<file path="src/design/wmie_pkg.sv">
// wmie_pkg: shared constants, codes and controller/datapath command types
// for the word machine instruction executor. no dependencies.
package wmie_pkg;

   localparam int unsigned REG_COUNT_DEF      = 16;
   localparam int unsigned ADDR_REG_COUNT_DEF = 4;
   localparam int unsigned RAM_WORDS_DEF      = 1024;

   localparam int unsigned WORD_W = 32;
   localparam int unsigned PC_W   = 12;
   localparam int unsigned CFG_W  = 10;
   localparam int unsigned OP_W   = 8;
   localparam int unsigned ST_W   = 4;
   localparam int unsigned CSR_IDX_W = 8;

   localparam logic [CSR_IDX_W-1:0] CSR_START = 8'd0;
   localparam logic [CSR_IDX_W-1:0] CSR_END   = 8'd1;

   localparam logic [OP_W-1:0] OP_LOADI  = 8'd0;
   localparam logic [OP_W-1:0] OP_LOADA  = 8'd1;
   localparam logic [OP_W-1:0] OP_LOADM  = 8'd2;
   localparam logic [OP_W-1:0] OP_STOREM = 8'd3;
   localparam logic [OP_W-1:0] OP_ADD    = 8'd4;
   localparam logic [OP_W-1:0] OP_SUB    = 8'd5;
   localparam logic [OP_W-1:0] OP_MUL    = 8'd6;
   localparam logic [OP_W-1:0] OP_DIV    = 8'd7;
   localparam logic [OP_W-1:0] OP_AND    = 8'd8;
   localparam logic [OP_W-1:0] OP_OR     = 8'd9;
   localparam logic [OP_W-1:0] OP_XOR    = 8'd10;
   localparam logic [OP_W-1:0] OP_JMP    = 8'd11;
   localparam logic [OP_W-1:0] OP_JZ     = 8'd12;
   localparam logic [OP_W-1:0] OP_JNZ    = 8'd13;
   localparam logic [OP_W-1:0] OP_CMP    = 8'd14;
   localparam logic [OP_W-1:0] OP_HALT   = 8'd15;

   localparam logic [WORD_W-1:0] MODE_REG = 32'd0;
   localparam logic [WORD_W-1:0] MODE_LIT = 32'd1;

   localparam logic [ST_W-1:0] ST_OK       = 4'd0;
   localparam logic [ST_W-1:0] ST_HALT     = 4'd1;
   localparam logic [ST_W-1:0] ST_END      = 4'd2;
   localparam logic [ST_W-1:0] ST_BAD_OP   = 4'd3;
   localparam logic [ST_W-1:0] ST_BAD_REG  = 4'd4;
   localparam logic [ST_W-1:0] ST_BAD_AREG = 4'd5;
   localparam logic [ST_W-1:0] ST_BAD_ADDR = 4'd6;
   localparam logic [ST_W-1:0] ST_BAD_MODE = 4'd7;
   localparam logic [ST_W-1:0] ST_DIV_ZERO = 4'd8;
   localparam logic [ST_W-1:0] ST_STOPPED  = 4'd9;

   // commands from controller to datapath
   typedef struct packed {
      logic load;       // capture the input beat
      logic read_ops;   // register operand reads
      logic check;      // run checks, resolve address
      logic mem_rd;     // issue data memory read
      logic div_start;
      logic mul_start;
      logic commit;     // compute result, update state, load response
      logic clear_step; // clearing pass step
   } ctl_cmd_type;

   typedef struct packed {
      logic need_div;
      logic need_mul;
      logic need_mem;
      logic div_done;
      logic clear_done;
   } dp_stat_type;

endpackage

</file>
<file path="src/design/wmie_control.sv">
// wmie_control: sequencer for the memory clear after reset, fetch of operands,
// checks, memory read, multiply, divide, commit and response handshake. depends on wmie_pkg.
module wmie_control (
   input  logic                  clock,
   input  logic                  reset,
   input  logic                  req_valid,
   output logic                  req_ready,
   output logic                  rsp_valid,
   input  logic                  rsp_ready,
   output wmie_pkg::ctl_cmd_type cmd,
   input  wmie_pkg::dp_stat_type stat
);
   typedef enum logic [2:0] {
      S_CLEAR, S_IDLE, S_READ, S_CHECK, S_EXEC, S_DIV, S_COMMIT, S_RESP
   } state_type;

   state_type state_ff, state_in;
   logic      rsp_valid_ff, rsp_valid_in;

   always_comb begin
      state_in     = state_ff;
      rsp_valid_in = rsp_valid_ff;
      cmd          = '0;
      if (rsp_valid_ff && rsp_ready) rsp_valid_in = 1'b0;
      case (state_ff)
         S_CLEAR: begin
            cmd.clear_step = 1'b1;
            if (stat.clear_done) begin
               cmd.clear_step = 1'b0;
               state_in = S_IDLE;
            end
         end
         S_IDLE: if (req_valid && !rsp_valid_ff) begin
            cmd.load = 1'b1;
            state_in = S_READ;
         end
         S_READ: begin
            cmd.read_ops = 1'b1;
            state_in = S_CHECK;
         end
         S_CHECK: begin
            cmd.check = 1'b1;
            state_in = S_EXEC;
         end
         S_EXEC: begin
            cmd.mem_rd    = stat.need_mem;
            cmd.mul_start = stat.need_mul;
            cmd.div_start = stat.need_div;
            state_in = stat.need_div ? S_DIV : S_COMMIT;
         end
         S_DIV: if (stat.div_done) begin
            cmd.commit = 1'b1;
            state_in = S_RESP;
         end
         S_COMMIT: begin
            cmd.commit = 1'b1;
            state_in = S_RESP;
         end
         S_RESP: begin
            rsp_valid_in = 1'b1;
            state_in = S_IDLE;
         end
         default: state_in = S_IDLE;
      endcase
   end

   always_ff @(posedge clock) begin
      if (reset) begin
         state_ff     <= S_CLEAR;
         rsp_valid_ff <= 1'b0;
      end else begin
         state_ff     <= state_in;
         rsp_valid_ff <= rsp_valid_in;
      end
   end

   assign req_ready = (state_ff == S_IDLE) && !rsp_valid_ff;
   assign rsp_valid = rsp_valid_ff;
endmodule

</file>
<file path="config.mk">
export PLATFORM = sky130hd
export DESIGN_NAME = wmie_control
export DESIGN_NICKNAME = d
export VERILOG_FILES = /design/src/design/wmie_pkg.sv /design/src/design/wmie_control.sv
export SDC_FILE = /design/constraint.sdc
export NUM_CORES = 1
export LEC_CHECK = 0
export BUFFER_PORTS_ARGS = -buffer_cell sky130_fd_sc_hd__buf_2
export CAP_MARGIN = 30
export CORE_AREA = 2 2 39 41
export DETAILED_ROUTE_END_ITERATION = 10
export DIE_AREA = 0 0 41 43
export HOLD_SLACK_MARGIN = 0.06
export SYNTH_ARGS = -nofsm -noshare
export SYNTH_HDL_FRONTEND = slang
export SYNTH_SLANG_ARGS = --single-unit
</file>
<file path="constraint.sdc">
create_clock -name clock -period 1.2 [get_ports clock]
set_input_delay 0 -clock clock [delete_from_list [all_inputs] [get_ports clock]]
set_output_delay 0 -clock clock [all_outputs]
set_load 0.005 [all_outputs]
</file>
# Word level (Yosys, flattened, before mapping)
# Cells that the tools add are included.
[op_classes]
n_reduce_logical = 7
mux = 16
eq_ne = 10
[op_table]
columns = ["cell", "count"]
rows = [
  ["$pmux 3 s8", 1],
  ["$eq 3x3->1 const B", 4],
  ["$mux 3", 4],
  ["$mux 1", 9],
  ["$eq 3x2->1 const B", 2],
  ["$ne 2x2->1 const B", 3],
  ["$eq 3x1->1 const B", 1],
  ["$logic_and 1x1->1", 3],
  ["$logic_not 3->1", 1],
  ["$reduce_and 3->1", 1],
  ["$mux 2", 1],
  ["$pmux 1 s2", 1],
  ["$reduce_bool 2->1", 1],
  ["$logic_not 1->1", 1],
]
[word_totals]
elab_cells = 35
inputBits = 9
out_inout_bits = 10
ff_bits = 4

# Longest topological paths before layout
[depth]
word_depth = 4
mapped_depth = 4
ltp_nobuf = 3

# Worst setup path after synthesis
# No wires, ideal clock.
[synth_timing]
path_kind = "flip-flop to flip-flop"
from = "register state_ff[1]"
to = "register state_ff[1]"
required_time_ns = 1.097
synth_period_minus_slack_ns = 1.077
n_path_buf = 1
setup_ns = 0.103
setup_slack_ns = 0.123
arrival_time_ns = 0.973
path_stages_with_launch = 5
cell_sequence = "dfxtp_1 > buf_2 > inv_1 > a21boi_0 > a2111oi_2"
[synth_via]
elab_chain_cells = 3
word_cells_on_any_way = 13
classes_between = "eq/ne (10); mux (1); reduce/logical (2)"
[synth_rtl]
columns = ["element", "line_no", "rtl"]
rows = [
  ["start, declared", "wmie_control.sv:17", "state_type state_ff, state_in;"],
  ["start signal, assigned", "wmie_control.sv:72", "state_ff <= state_in;"],
  ["$eq 3x1->1 (tied with other cells)", "wmie_control.sv:25", "case (state_ff)"],
  ["$ne 2x2->1 (no line)", "-", ""],
  ["$reduce_and 3->1 (no line)", "-", ""],
]
# Parallel ways exist; a longest one is shown, timed or not.
# A chain may end at the register's enable or synchronous reset.

==> summary.md <==
| Metric | Value |
|---|---|
| Share of cells above drive strength 1 | 50.00% |
| Grt ovf | 0 |
| Predominant post-synthesis flop cell | dfxtp_1 |
| Max Freq | 0.8773 GHz |
| Critical path class | reg2out |
| Min-Delay Path Class | in2reg |
| Post-Synth XOR/XNOR Area | 3.139% |
| Clk slew on worst S/H paths | 0.04 ns |
| Vias in the first global route | 302 |
| CP arrival | 1.14 ns |
| Clock skew | 0.003716 ns |
| Fin crit share | 94.99% |
| Slew HR | 84.22% |
| Vias | 343 |
| Worst hold margin | 0.1409 ns |
| Static leakage | 0.0002167 uW |
| Clock Latency Late Sink | 0.24 ns |
| # rows | 14 |
| Crit path time final | 1.140 ns |
| Unrepaired setup endpoints after global routing | yes |
| Fillers | 157 |
| Inst Count DP | 73 |
| DRC | 0 |
| Slowest cell on crit path | dfxtp_2 |
| Die Span Y | 43 microns |
| Synthesis warning total | 0 |
| Routed WL | 695 microns |
| Core area | 1384 sq um |
| Post-Syn Instances | 38 |
| Io pins | 19 |
| CP max stage delay | 0.34 ns |
| Fin util | 33.82% |
| Number of synthesized register bits | 4 |
| Post-synth EDFFs | 0 |
| Total GRT Usage | 9.940% |
| Power per Cell Area | 944.5 nW/um^2 |
| P&R area growth vs syn | 67.71% |
| Total negative slack | 0 ns |
| Post-Synth Adder-Cell Area | 0% |
| Share of the yosys chip area belonging to registers | 28.70% |
| Initial antenna violation count | 0 |
| Port bufs | 18 |
| Ranking of synthesized cells by area | dfxtp_1 (29%), nand2b_1 (9.0%), nor3_1 (9.0%) |
| Post-synth top area share | 28.70% |
| CP required | 1.20 ns |
| Post-Syn Nets | 47 |
| Maximum buffer depth of the clock tree | 2 |
| HPWL Detailed | 573.1 microns |
| Async S/R FF share, synth | 0% |
| Via/cell ratio | 4.397 |
| Worst setup margin | 0.06010 ns |
| Number of H-tree levels | 1 |
| Dpl ws | 0.03796 ns |
| Pre-antenna DRT Iters | 3 |
| Main combinational cell family by area after synthesis | simple AND/OR/NAND/NOR gates |
| Ant. Diodes | 0 |
| First-pass GRT wire length | 1.159 mm |
| Final Max Slew Viols | 0 |
| Largest area contributor in the netlist | dfxtp_1 |
| Top-count cell post-synth | nor3_1 |
| Setup crit start kind | flip-flop |
| Syn avg cell area | 7.343 sq um |
| Critical-path maximum fanout | 5 |
| Setup violations, final | 0 |
| Largest net degree at the start of global routing | 12 |
| Full die area | 1763 sq um |
| Crit-path cells | buf_4 -> nor3_4 -> and2_1 -> buf_2 |
| Cts bufs inserted | 3 |
| Final antenna-violating net count | 0 |
| Compound-cell area share of the yosys netlist | 19.28% |
| WL/cell | 8.910 microns |
| Simple-Gate Fraction of Synth Area | 42.60% |
| # nets final | 73 |
| Peak VDD IR | 0.2230 mV |
| Initial core utilization | 20.16% |
| Post-route insts no fill | 78 |
| Post-synthesis cell type count | 18 |
| Maxcap violations | 0 |
| Final Wtd Congestion | 0.7393 |
| Status | finished, final reports clean |
| CP Capture Type | output pin |
| Clock root cell | clkbuf_4 |
| Die W | 41 microns |
| CTS Sinks | 4 |
| Mapped Area | 279.0 sq um |
| Multiplexer share of the synthesized area | 0% |
| Post-synth top cells | nor3_1 (5), dfxtp_1 (4), nand2b_1 (4), nor2_1 (4) |
| CTS tree | yes |
| Worst-margin pin slew | 0.2346 ns |
| Hold Vio Cnt, Final | 0 |
| Starting DRT DRC Count | 5 |
[cell families after synthesis]
family / Yosys count
buffers and inverters: 4
DFF: 4
AOI/OAI and AO/OA: 7
and+or+nand+nor: 22
xor gates and xnor gates: 1
[through the flow]
stage          instance area, sq um  power [uW]
2_1_floorplan                 279.0       211.5
3_3_place_gp                  401.6       255.5
3_5_place_dp                  401.6       255.5
4_1_cts                       451.7       442.9
5_1_grt                       467.9       474.5
6_report                      467.9       442.0
[layer usage]
metal,vias to the layer above,track usage (%),part of all wire [%]
met2,9,13.75,49
met1,153,11.90,43
met5,-,0,0
li1,179,-,-
met3,2,1.571,4.9
met4,0,10.00,2.7
[cell usage in the layout, fill, tap and decap left out]
cell           instances
buf_2                 18
nand2b_1               4
nor2_1                 4
nor3_1                 4
a21oi_1                3
and2_1                 3
clkbuf_4               3
buf_4                  3
nand3_1                2
dlygate4sd3_1          2
dfxtp_2                2
inv_1                  1
inv_2                  1
nor3_4                 1
nor4_2                 1
and2b_1                1
o2bb2ai_1              1
or2b_1                 1
a21boi_0               1
a2111oi_2              1
nand2_1                1
xnor2_1                1
o21a_1                 1
dfxtp_1                1
dfxtp_4                1
[area by class of cell]
cell class,instances,area (sq um),share of cell area (%)
multi-input cells,30,198.9,42.51
repair buffers,23,132.6,28.34
flip-flops and latches,4,86.33,18.45
clock buffers,3,22.52,4.813
well taps,16,20.02,4.278
inverters,2,7.507,1.604
[final timing paths]
path                       startpoint  depth (start not counted)  slack (ns)                       end
max reg2reg  state_ff[2]$_SDFFE_PP0P_                          3        0.11  state_ff[1]$_SDFFE_PP0P_
max          state_ff[1]$_SDFFE_PP0P_                          4        0.06                    cmd[3]
min reg2reg  state_ff[2]$_SDFFE_PP0P_                          2        0.54    rsp_valid$_SDFFE_PP0P_
min                           stat[0]                          4        0.14  state_ff[0]$_SDFFE_PP0P_
[flip-flops by register name (all words and copies together) (netlist names)]
name	cells
rsp_valid	1
state_ff	3
[repair_timing]
| action | in CTS | in global routing |
|---|---|---|
| hold buffers | 2 | 0 |
| hold endpoints to repair | 4 | 0 |
| gates resized for setup | 3 | 5 |
| endpoints found under the setup margin | 4 | 7 |
| buffers inserted | 0 | 0 |
| cloned | 0 | 0 |
| pin swaps | 1 | 2 |
[power breakdown]
part / internal, uW / switching [uW]
clock: 112 / 61.9
combinational: 58.2 / 47.0
sequential: 144 / 19.0
total: 314 / 128
[critical path: cells and delay by family, from the launching register on]
family,cells,cell delay [ns]
AND/OR/NAND/NOR,2,0.31
flip-flops,1,0.34
buffers and inverters,2,0.26
No activity file was read; power rests on OpenSTA's default activity.
